===== config.mk =====
export PLATFORM = sky130hd
export DESIGN_NAME = edf_tick_scheduler_flat
export DESIGN_NICKNAME = d
export VERILOG_FILES = /design/src/rtl/edf_pkg.sv /design/src/rtl/edf_if.sv /design/src/rtl/edf_div.sv /design/src/rtl/edf_table.sv /design/src/rtl/edf_tick_scheduler.sv /design/src/flat_wrapper.sv
export SDC_FILE = /design/constraint.sdc
export NUM_CORES = 1
export LEC_CHECK = 0
export BUFFER_PORTS_ARGS = -buffer_cell sky130_fd_sc_hd__buf_4
export CORE_AREA = 2 2 299 301
export DETAILED_ROUTE_END_ITERATION = 8
export DIE_AREA = 0 0 301 303
export PLACE_DENSITY = 0.79
export SLEW_MARGIN = 10
export SYNTH_ARGS = -nofsm -noshare
export SYNTH_HDL_FRONTEND = slang
export SYNTH_HIERARCHICAL = 1
export SYNTH_SLANG_ARGS = --single-unit

===== constraint.sdc =====
create_clock -name clk -period 8.2 [get_ports clk]
set_input_delay 1.23 -clock clk [delete_from_list [all_inputs] [get_ports clk]]
set_output_delay 1.23 -clock clk [all_outputs]
set_load 0.01 [all_outputs]

===== src/rtl/edf_pkg.sv =====
// ----------------------------------------------------------------------------
// edf_pkg
// shared types and constants for the earliest-deadline-first tick scheduler
// ----------------------------------------------------------------------------
package edf_pkg;

  // item opcodes
  typedef enum logic [1:0] {
    OP_LOAD  = 2'd0,
    OP_TICK  = 2'd1,
    OP_CLEAR = 2'd2,
    OP_NONE  = 2'd3
  } opcode_t;

  // sequencer states
  typedef enum logic [2:0] {
    S_IDLE,
    S_LOAD,
    S_CLEAR,
    S_SCAN,
    S_WB,
    S_SUM,
    S_RESULT
  } state_t;

  // one slot of the task table
  typedef struct packed {
    logic [15:0] arrival;
    logic [15:0] remaining;
    logic [15:0] deadline;
  } entry_t;

  localparam logic [23:0] UTIL_MAX   = 24'hFF_FFFF;
  localparam logic [23:0] UTIL_ONE   = 24'h01_0000;
  localparam logic [31:0] TIME_MAX   = 32'hFFFF_FFFF;
  localparam logic [4:0]  TASK_RESET = 5'd16;

endpackage


===== src/rtl/edf_if.sv =====
// ----------------------------------------------------------------------------
// edf_in_if / edf_out_if
// valid/ready channels for scheduler commands and scheduler reports
// ----------------------------------------------------------------------------
interface edf_in_if;
  logic        valid;
  logic        ready;
  logic [1:0]  opcode;
  logic [3:0]  slot;
  logic [15:0] arrival_time;
  logic [15:0] burst_length;
  logic [15:0] deadline_time;

  modport source (
    output valid, opcode, slot, arrival_time, burst_length, deadline_time,
    input  ready
  );
  modport sink (
    input  valid, opcode, slot, arrival_time, burst_length, deadline_time,
    output ready
  );
endinterface

interface edf_out_if;
  logic        valid;
  logic        ready;
  logic [3:0]  running_slot;
  logic        idle;
  logic [31:0] tick_time;
  logic        all_done;
  logic        feasible;

  modport source (
    output valid, running_slot, idle, tick_time, all_done, feasible,
    input  ready
  );
  modport sink (
    input  valid, running_slot, idle, tick_time, all_done, feasible,
    output ready
  );
endinterface


===== src/rtl/edf_div.sv =====
// ----------------------------------------------------------------------------
// edf_div
// radix-2 restoring divider, 32-bit dividend by 16-bit divisor, one bit a cycle
// ----------------------------------------------------------------------------
module edf_div (
  input  logic        clk,
  input  logic        rst,
  input  logic        start,
  input  logic [31:0] dividend,
  input  logic [15:0] divisor,
  output logic        busy,
  output logic [31:0] quotient
);

  logic [4:0]  cnt;
  logic [31:0] dvd;
  logic [15:0] rem;
  logic [15:0] dsr;
  logic [16:0] trial;
  logic        ge;

  // trial remainder with the next dividend bit shifted in
  assign trial = {rem, dvd[31]};
  assign ge    = trial >= {1'b0, dsr};

  always_ff @(posedge clk) begin
    if (rst) begin
      busy <= 1'b0;
      cnt  <= '0;
    end else if (start) begin
      busy <= 1'b1;
      cnt  <= 5'd31;
    end else if (busy) begin
      cnt <= cnt - 5'd1;
      if (cnt == 5'd0) begin
        busy <= 1'b0;
      end
    end
  end

  always_ff @(posedge clk) begin
    if (start) begin
      dvd <= dividend;
      rem <= '0;
      dsr <= divisor;
    end else if (busy) begin
      dvd <= {dvd[30:0], ge};
      rem <= ge ? 16'(trial - {1'b0, dsr}) : trial[15:0];
    end
  end

  assign quotient = dvd;

  always_ff @(posedge clk) begin
    if (!rst) begin
      assert (!(start && busy))
        else $error("divider started while busy");
    end
  end

endmodule


===== src/rtl/edf_table.sv =====
// ----------------------------------------------------------------------------
// edf_table
// task slot memory, one write and one registered read a cycle, valid per slot
// ----------------------------------------------------------------------------
module edf_table #(
  parameter int SLOTS = 16,
  parameter int AW    = 4
) (
  input  logic              clk,
  input  logic              rst,
  input  logic              clear,
  input  logic              wr_en,
  input  logic [AW-1:0]     wr_addr,
  input  edf_pkg::entry_t   wr_data,
  input  logic              rd_en,
  input  logic [AW-1:0]     rd_addr,
  output edf_pkg::entry_t   rd_data
);

  edf_pkg::entry_t mem [SLOTS];
  logic [SLOTS-1:0] valid;
  edf_pkg::entry_t  rd_q;
  logic             rd_v;

  always_ff @(posedge clk) begin
    if (wr_en) begin
      mem[wr_addr] <= wr_data;
    end
    if (rd_en) begin
      rd_q <= mem[rd_addr];
    end
  end

  // a slot never written since reset or clear reads as empty
  always_ff @(posedge clk) begin
    if (rst || clear) begin
      valid <= '0;
      rd_v  <= 1'b0;
    end else begin
      if (wr_en) begin
        valid[wr_addr] <= 1'b1;
      end
      if (rd_en) begin
        rd_v <= valid[rd_addr];
      end
    end
  end

  assign rd_data = rd_v ? rd_q : '0;

endmodule


===== src/rtl/edf_tick_scheduler.sv =====
// ----------------------------------------------------------------------------
// edf_tick_scheduler
// earliest-deadline-first scheduler over a memory of task slots, one report
// word for every command word
// ----------------------------------------------------------------------------
//
//  channel   dir  handshake            payload
//  in_ch     in   valid/ready          opcode, slot, arrival_time,
//                                      burst_length, deadline_time
//  out_ch    out  valid/ready          running_slot, idle, tick_time,
//                                      all_done, feasible
//  cfg       in   cfg_wr_en, no ready  cfg_wr_data = task_count
//
//  timing: a tick scans n = min(task_count, SLOTS) slots; its time from accept
//  to report is set by the single read port of the slot memory (one slot a
//  cycle) plus write-back; a load's time is set by the one-bit-a-cycle divider
//  for the utilisation quotient
//  reset: synchronous, clears sequencer, time, utilisation sum and the slot
//  valid bits at once, so there is no clearing pass
//  stalls: one command word at a time; the report register lets the next
//  command be accepted while the last report still waits on out_ch.ready
// ----------------------------------------------------------------------------
module edf_tick_scheduler #(
  parameter int SLOTS = 16
) (
  input  logic            clk,
  input  logic            rst,
  input  logic            cfg_wr_en,
  input  logic [4:0]      cfg_wr_data,
  edf_in_if.sink          in_ch,
  edf_out_if.source       out_ch
);

  localparam int AW = $clog2(SLOTS);
  localparam int CW = $clog2(SLOTS + 1);

  // ---------------------------------------------------------------- state
  edf_pkg::state_t state, state_next;

  logic [4:0]  task_count;
  logic [31:0] current_time;
  logic [23:0] util_sum;

  // captured command word
  logic [1:0]  op_q;
  logic [3:0]  slot_q;
  logic [15:0] arr_q;
  logic [15:0] burst_q;
  logic [15:0] dl_q;
  logic [31:0] time_before;

  // scan bookkeeping
  logic [CW-1:0] issue;
  logic          pend;
  logic [AW-1:0] pend_idx;
  logic          found;
  logic [AW-1:0] best;
  logic [15:0]   best_arr;
  logic [15:0]   best_rem;
  logic [15:0]   best_dl;
  logic [1:0]    nz;        // slots with work left, saturates at two

  // report register
  logic        out_valid;
  logic [3:0]  res_slot;
  logic        res_idle;
  logic [31:0] res_time;
  logic        res_done;
  logic        res_feas;

  logic            in_acc;
  logic            out_free;
  logic [CW-1:0]   count_n;
  logic            scan_done;
  logic            load_ok;
  logic            is_tick;
  logic            is_load;
  logic            is_clear;

  // memory and divider hookup
  logic            mem_wr_en;
  logic [AW-1:0]   mem_wr_addr;
  edf_pkg::entry_t mem_wr_data;
  logic            mem_rd_en;
  edf_pkg::entry_t mem_rd_data;
  logic            div_start;
  logic            div_busy;
  logic [31:0]     div_q;

  logic            eligible;
  logic [23:0]     quot24;
  logic [24:0]     sum25;
  logic            done_now;

  assign in_acc   = in_ch.valid && in_ch.ready;
  assign out_free = !out_valid || out_ch.ready;
  assign in_ch.ready = (state == edf_pkg::S_IDLE);

  assign is_tick  = (op_q == edf_pkg::OP_TICK);
  assign is_load  = (op_q == edf_pkg::OP_LOAD);
  assign is_clear = (op_q == edf_pkg::OP_CLEAR);

  // slots taking part, task_count capped at the table size
  assign count_n = (32'(task_count) > 32'(SLOTS)) ? CW'(SLOTS) : CW'(task_count);

  // loads aimed past the table are dropped
  assign load_ok = 32'(slot_q) < 32'(SLOTS);

  assign scan_done = (issue == count_n) && !pend;

  // ---------------------------------------------------------------- config
  always_ff @(posedge clk) begin
    if (rst) begin
      task_count <= edf_pkg::TASK_RESET;
    end else if (cfg_wr_en) begin
      task_count <= cfg_wr_data;
    end
  end

  // ---------------------------------------------------------------- sequencer
  always_ff @(posedge clk) begin
    if (rst) begin
      state <= edf_pkg::S_IDLE;
    end else begin
      state <= state_next;
    end
  end

  always_comb begin
    state_next = state;
    unique case (state)
      edf_pkg::S_IDLE: begin
        if (in_acc) begin
          unique case (in_ch.opcode)
            edf_pkg::OP_LOAD:  state_next = edf_pkg::S_LOAD;
            edf_pkg::OP_CLEAR: state_next = edf_pkg::S_CLEAR;
            default:           state_next = edf_pkg::S_SCAN;
          endcase
        end
      end
      edf_pkg::S_LOAD:  state_next = edf_pkg::S_SCAN;
      edf_pkg::S_CLEAR: state_next = edf_pkg::S_RESULT;
      edf_pkg::S_SCAN: begin
        if (scan_done) begin
          if (is_tick) begin
            state_next = edf_pkg::S_WB;
          end else if (is_load) begin
            state_next = edf_pkg::S_SUM;
          end else begin
            state_next = edf_pkg::S_RESULT;
          end
        end
      end
      edf_pkg::S_WB:  state_next = edf_pkg::S_RESULT;
      edf_pkg::S_SUM: begin
        if (!div_busy) begin
          state_next = edf_pkg::S_RESULT;
        end
      end
      edf_pkg::S_RESULT: begin
        if (out_free) begin
          state_next = edf_pkg::S_IDLE;
        end
      end
      default: state_next = edf_pkg::S_IDLE;
    endcase
  end

  // capture the command word
  always_ff @(posedge clk) begin
    if (in_acc) begin
      op_q        <= in_ch.opcode;
      slot_q      <= in_ch.slot;
      arr_q       <= in_ch.arrival_time;
      burst_q     <= in_ch.burst_length;
      dl_q        <= in_ch.deadline_time;
      time_before <= current_time;
    end
  end

  // ---------------------------------------------------------------- slot table
  // a load writes its slot before the scan, a tick writes back the winner
  always_comb begin
    mem_wr_en   = 1'b0;
    mem_wr_addr = AW'(slot_q);
    mem_wr_data = '{arrival: arr_q, remaining: burst_q, deadline: dl_q};
    if (state == edf_pkg::S_LOAD) begin
      mem_wr_en = load_ok;
    end else if (state == edf_pkg::S_WB) begin
      mem_wr_en   = found;
      mem_wr_addr = best;
      mem_wr_data = '{arrival: best_arr, remaining: best_rem - 16'd1, deadline: best_dl};
    end
  end

  assign mem_rd_en = (state == edf_pkg::S_SCAN) && (issue != count_n);

  edf_table #(
    .SLOTS (SLOTS),
    .AW    (AW)
  ) u_table (
    .clk     (clk),
    .rst     (rst),
    .clear   (state == edf_pkg::S_CLEAR),
    .wr_en   (mem_wr_en),
    .wr_addr (mem_wr_addr),
    .wr_data (mem_wr_data),
    .rd_en   (mem_rd_en),
    .rd_addr (issue[AW-1:0]),
    .rd_data (mem_rd_data)
  );

  // ---------------------------------------------------------------- scan
  // one read issued per cycle, evaluated when the data returns
  assign eligible = ({16'd0, mem_rd_data.arrival} <= current_time)
                 && (mem_rd_data.remaining != 16'd0);

  always_ff @(posedge clk) begin
    if (state == edf_pkg::S_IDLE) begin
      issue <= '0;
      pend  <= 1'b0;
      found <= 1'b0;
      nz    <= '0;
    end else if (state == edf_pkg::S_SCAN) begin
      pend <= mem_rd_en;
      if (mem_rd_en) begin
        issue    <= issue + CW'(1);
        pend_idx <= issue[AW-1:0];
      end
      if (pend) begin
        if (mem_rd_data.remaining != 16'd0 && nz != 2'd2) begin
          nz <= nz + 2'd1;
        end
        // strict less-than keeps the lowest slot on equal deadlines
        if (eligible && (!found || mem_rd_data.deadline < best_dl)) begin
          found    <= 1'b1;
          best     <= pend_idx;
          best_arr <= mem_rd_data.arrival;
          best_rem <= mem_rd_data.remaining;
          best_dl  <= mem_rd_data.deadline;
        end
      end
    end
  end

  // ---------------------------------------------------------------- utilisation
  assign div_start = (state == edf_pkg::S_LOAD) && load_ok && (dl_q != 16'd0);

  edf_div u_div (
    .clk      (clk),
    .rst      (rst),
    .start    (div_start),
    .dividend ({burst_q, 16'd0}),
    .divisor  (dl_q),
    .busy     (div_busy),
    .quotient (div_q)
  );

  // zero deadline or an oversized quotient both saturate
  assign quot24 = ((dl_q == 16'd0) || (div_q[31:24] != 8'd0)) ? edf_pkg::UTIL_MAX
                                                             : div_q[23:0];
  assign sum25  = {1'b0, util_sum} + {1'b0, quot24};

  always_ff @(posedge clk) begin
    if (rst) begin
      util_sum     <= '0;
      current_time <= '0;
    end else begin
      if (state == edf_pkg::S_CLEAR) begin
        util_sum     <= '0;
        current_time <= '0;
      end
      if (state == edf_pkg::S_SUM && !div_busy && load_ok) begin
        util_sum <= sum25[24] ? edf_pkg::UTIL_MAX : sum25[23:0];
      end
      // time saturates at its top value
      if (state == edf_pkg::S_WB && current_time != edf_pkg::TIME_MAX) begin
        current_time <= current_time + 32'd1;
      end
    end
  end

  // ---------------------------------------------------------------- report
  // after a tick the winner may have just used its last unit of work
  assign done_now = is_clear
                 || (nz == 2'd0)
                 || (is_tick && found && nz == 2'd1 && best_rem == 16'd1);

  always_ff @(posedge clk) begin
    if (rst) begin
      out_valid <= 1'b0;
    end else if (state == edf_pkg::S_RESULT && out_free) begin
      out_valid <= 1'b1;
    end else if (out_ch.ready) begin
      out_valid <= 1'b0;
    end
  end

  always_ff @(posedge clk) begin
    if (state == edf_pkg::S_RESULT && out_free) begin
      res_slot <= (is_tick && found) ? 4'(best) : 4'd0;
      res_idle <= !(is_tick && found);
      res_time <= is_clear ? 32'd0 : time_before;
      res_done <= done_now;
      res_feas <= util_sum <= edf_pkg::UTIL_ONE;
    end
  end

  assign out_ch.valid        = out_valid;
  assign out_ch.running_slot = res_slot;
  assign out_ch.idle         = res_idle;
  assign out_ch.tick_time    = res_time;
  assign out_ch.all_done     = res_done;
  assign out_ch.feasible     = res_feas;

  // ---------------------------------------------------------------- checks
  a_issue_bound: assert property (@(posedge clk) disable iff (rst)
    state == edf_pkg::S_SCAN |-> issue <= count_n)
    else $error("scan issued past the counted slots");

  a_wb_has_work: assert property (@(posedge clk) disable iff (rst)
    (state == edf_pkg::S_WB && found) |-> best_rem != 16'd0)
    else $error("write-back picked a slot with no work");

  a_time_monotonic: assert property (@(posedge clk) disable iff (rst)
    state != edf_pkg::S_CLEAR |=> current_time >= $past(current_time))
    else $error("time went backwards without a clear");

  a_util_stable: assert property (@(posedge clk) disable iff (rst)
    (state != edf_pkg::S_SUM && state != edf_pkg::S_CLEAR) |=> $stable(util_sum))
    else $error("utilisation sum changed outside a load or clear");

  a_sum_after_div: assert property (@(posedge clk) disable iff (rst)
    state == edf_pkg::S_LOAD |=> !(state == edf_pkg::S_RESULT))
    else $error("load reported before its quotient was ready");

endmodule


===== src/flat_wrapper.sv =====
// flat-port wrapper written by rule: the top's interface ports become plain ports
module edf_tick_scheduler_flat 
#(
  parameter int SLOTS = 16
)
  (clk, rst, cfg_wr_en, cfg_wr_data, in_ch_valid, in_ch_opcode, in_ch_slot, in_ch_arrival_time, in_ch_burst_length, in_ch_deadline_time, in_ch_ready, out_ch_valid, out_ch_running_slot, out_ch_idle, out_ch_tick_time, out_ch_all_done, out_ch_feasible, out_ch_ready);
  edf_in_if in_ch_i ();
  edf_out_if out_ch_i ();
  input  logic clk;
  input  logic rst;
  input  logic cfg_wr_en;
  input  logic [4:0] cfg_wr_data;
  input wire logic [$bits(in_ch_i.valid)-1:0] in_ch_valid;
  input wire logic [$bits(in_ch_i.opcode)-1:0] in_ch_opcode;
  input wire logic [$bits(in_ch_i.slot)-1:0] in_ch_slot;
  input wire logic [$bits(in_ch_i.arrival_time)-1:0] in_ch_arrival_time;
  input wire logic [$bits(in_ch_i.burst_length)-1:0] in_ch_burst_length;
  input wire logic [$bits(in_ch_i.deadline_time)-1:0] in_ch_deadline_time;
  output wire logic [$bits(in_ch_i.ready)-1:0] in_ch_ready;
  output wire logic [$bits(out_ch_i.valid)-1:0] out_ch_valid;
  output wire logic [$bits(out_ch_i.running_slot)-1:0] out_ch_running_slot;
  output wire logic [$bits(out_ch_i.idle)-1:0] out_ch_idle;
  output wire logic [$bits(out_ch_i.tick_time)-1:0] out_ch_tick_time;
  output wire logic [$bits(out_ch_i.all_done)-1:0] out_ch_all_done;
  output wire logic [$bits(out_ch_i.feasible)-1:0] out_ch_feasible;
  input wire logic [$bits(out_ch_i.ready)-1:0] out_ch_ready;
  assign in_ch_i.valid = in_ch_valid;
  assign in_ch_i.opcode = in_ch_opcode;
  assign in_ch_i.slot = in_ch_slot;
  assign in_ch_i.arrival_time = in_ch_arrival_time;
  assign in_ch_i.burst_length = in_ch_burst_length;
  assign in_ch_i.deadline_time = in_ch_deadline_time;
  assign in_ch_ready = in_ch_i.ready;
  assign out_ch_valid = out_ch_i.valid;
  assign out_ch_running_slot = out_ch_i.running_slot;
  assign out_ch_idle = out_ch_i.idle;
  assign out_ch_tick_time = out_ch_i.tick_time;
  assign out_ch_all_done = out_ch_i.all_done;
  assign out_ch_feasible = out_ch_i.feasible;
  assign out_ch_i.ready = out_ch_ready;
  edf_tick_scheduler #(.SLOTS(SLOTS)) u_core (.clk(clk), .rst(rst), .cfg_wr_en(cfg_wr_en), .cfg_wr_data(cfg_wr_data), .in_ch(in_ch_i), .out_ch(out_ch_i));
endmodule

==> reports/results.ini <==
[run]
cap_violations=0

[critical_path]
crit_type=reg2reg
crit_path_max_fanout=24
crit_path_top_delay_cell=and3_1
crit_arrival_ns=5.12
rr_worst_depth=12
critPathLaunchType=flop
critPathRequiredTime_ns=8.72
timing.rr.start=u_core/dl_q[15]
reg2reg_to=u_core/util_sum[15]
cp-end-kind=flop
cp.buffers_inverters=1
slowest_delay_ns=0.57
crit_family=simple AND/OR/NAND/NOR gates
ff2ff_setup_slack_ns=3.61
worstPathCellList=nor4_1, nand4_1, and3_1, nand2b_1, ha_1, a21oi_1, nand2_1, o21ai_1, nand4b_1, a31oi_1, buf_4, a211oi_1

[power_and_ir_drop]
power.total_mw=16.1
power.density_nw_per_um2=299
ir_worst_vdd_mv=0.243
p_leak_nw=18.0

[global_route]
grt_pass1_wl_um=174000
grt_pass1_vias=27300
grt_max_degree=74
gr-total-overflow=0
track_usage_pct=25.8
grt_antenna_before_repair=1

[logic_synthesis]
synth.distinct_cells=94
synthXorXnorAreaFrac_pct=0.984
ys_ff_latch=1158
async_flop_share_pct=0
netlist_instances=2787
synth_fa_ha_area_share_pct=2.19
yosysWarningCount=6
synth-edff-count=1045
ys_dominant_reg_cell=edfxtp_1
syn_area_um2=48100
synthMuxAreaShare_pct=13.0
synth-simple-area-share_pct=6.85
synth_top_family_by_area=multiplexers
synth_compound_area_share_pct=4.84
seq_area_frac_synth_pct=70.0
syn_area_per_cell_um2=17.3

[drt]
wl_per_cell_um=27.7
routed_via_density=6.43
dr.pass1.iters=7
dr.first_iter.drc_count=3321
vias=27000
drt_wl_total_um=116000
antenna_left=0
drcViolationCount=0

[status]
outcome=finished clean

[placement]
gp_congestion=0.917
port_buffers=104
hpwlAfterDp_um=63000
dp.cells=4005

[sta]
fin_skew_ns=0.0332
setup_viol=0
period_minus_slack_ns=4.59
rsz0062_at_grt=no
tns_ns=0
hold_slack_ns=0.443
fmax_ghz=0.218
final-max-slew-violation-count=0
tightest_slew_ns=1.17
slew_headroom_pct=21.8
final_hold_viol_count=0
timing.final.crit_share_pct=56.0

[clock_network]
cts_tree=built
clock_latency_ns=0.70
cts_sinks=1158
htreeDepth=3
clkSlewWorstSetupHoldPaths_ns=0.07
cts_resized=0
cts_hold_buf=0
numCtsBuffers=108
post_cts_buffers=0
cts_root_buf=clkbuf_16
clockBufferDepth=3

[finish]
area_delta_synth_final_pct=12.0
nets=3098
fill_cells=5919
layout.cells.non_filler=4203
num_antenna_cells=0
drive_gt1_share_pct=18.7
post-route-util_pct=61.2
multi_input_area_um2=13600
seq_area_um2=33700

[die]
num_rows=109
die-area_um2=91200
initial_core_util_pct=54.7
core_um2=88000
die_w_um=301
io_pins=105
die_height_um=303

[hold_path]
hold_start=u_core/pend_idx[0]
hold_path_class=reg2reg
min_delay_path_depth=0
worst_hold_path.endpoint=u_core/best[0]

## routing by layer
metal	up-vias	routed length, um	GRT usage, %
met2	1598	57900	43.2
met4	2	4220	9.93
met3	293	11000	4.07
met1	13700	43400	34.3
met5	-	11	0
li1	11400	-	-
## worst max path at each step
stage / startpoint / end / depth (start not counted)
after floorplan: u_core/u_table/rd_v / u_core/best[0] / 10
after global routing: u_core/dl_q[15] / u_core/util_sum[15] / 12
after detailed placement: u_core/dl_q[15] / u_core/util_sum[0] / 12
after global placement: u_core/dl_q[15] / u_core/util_sum[22] / 13
after CTS: u_core/dl_q[15] / u_core/util_sum[15] / 12
final: u_core/dl_q[15] / u_core/util_sum[15] / 12
## area by class of cell
class | instances | share of cell area, %
clock buffer | 138 | 5.40
tap | 1165 | 2.71
inverter | 76 | 0.530
clock inverter | 59 | 1.21
multi-input combinational | 1435 | 25.3
timing repair buffer | 172 | 2.40
sequential | 1158 | 62.5
## synthesized netlist by cell type, types with 7 or more instances
library cell,instances,area [um2]
mux4_1,82,2150
mux2_2,32,360
nand3_1,46,230
nand4_1,26,163
buf_12,7,140
or3_1,14,87.6
nand2b_1,49,307
o21ai_0,92,460
mux4_2,160,3600
and2_1,90,563
xnor2_1,27,236
or4_1,7,52.6
nor4_1,28,175
nor2_1,90,338
edfxtp_1,1045,31400
o21ai_1,11,55.1
a21o_1,19,143
nand3b_1,8,60.1
o211ai_1,10,75.1
and3_1,8,50.1
xor2_1,27,236
nand2_1,185,694
ha_1,81,1010
mux2i_1,11,110
nor3_1,37,185
dfxtp_1,113,2260
inv_1,74,278
a211oi_1,37,278
clkbuf_1,86,323
a31oi_1,11,68.8
buf_1,10,37.5
o21a_1,23,173
buf_2,10,50.1
buf_6,10,113
nor2b_1,17,106
a21oi_1,93,465
## per-stage QoR
stage	instance area, um2	worst slack [ns]
floorplan	48100	0.436
global placement	50300	3.81
detailed placement	50300	3.68
CTS	53900	3.66
global route	53900	3.19
finish	53900	3.61
## kinds of logic after synthesis
group | Yosys count
multiplexers | 285
buffers and inverters | 209
other | 1
AND/OR/NAND/NOR | 636
adder cells (fa/ha/maj) | 83
XOR/XNOR | 54
AO/OA/AOI/OAI | 361
flip-flops | 1158
## power breakdown
group	switching, mW	internal, mW
Combinational	2.07	1.17
Clock	2.17	2.86
Sequential	0.287	7.57
Total	4.53	11.6
## placed cells by master (no fill, tap or decap), types with 11 or more instances in the layout
cell type and count:
nor2b_1 17, edfxtp_1 1045, a21o_1 19, clkinv_2 14
or3_1 14, buf_4 172, mux4_2 160, conb_1 16
a21oi_1 93, and2_1 89, nand4_1 26, bufinv_16 11
mux2i_1 11, clkbuf_16 110, ha_1 81, nand2_1 184
o21a_1 23, nand3_1 46, a211oi_1 36, dfxtp_1 109
nand2b_1 49, inv_1 74, mux2_2 32, o21ai_1 15
nor2_4 13, o21ai_0 88, mux4_1 82, nor2_1 77
nor4_1 27, xnor2_1 27, a31oi_1 11, clkinv_1 22
nor3_1 33, clkbuf_1 23, xor2_1 27
## registers in the layout, summed over array words and instances (netlist names), 3 cells and up
signal	cells
u_core/dl_q	16
u_core/current_time	32
u_core/u_div/quotient	32
u_core/u_table/rd_q	48
u_core/u_table/mem	768
u_core/out_ch.running_slot	4
u_core/best_arr	16
u_core/issue	5
u_core/best	4
u_core/time_before	32
u_core/arr_q	16
u_core/best_rem	16
u_core/u_div/cnt	5
u_core/util_sum	24
u_core/u_div/dsr	16
u_core/burst_q	16
u_core/u_div/rem	16
u_core/best_dl	16
u_core/out_ch.tick_time	32
u_core/task_count	5
u_core/u_table/valid	16
u_core/state	3
u_core/slot_q	4
u_core/pend_idx	4
Power figures use the tool's default switching activity.
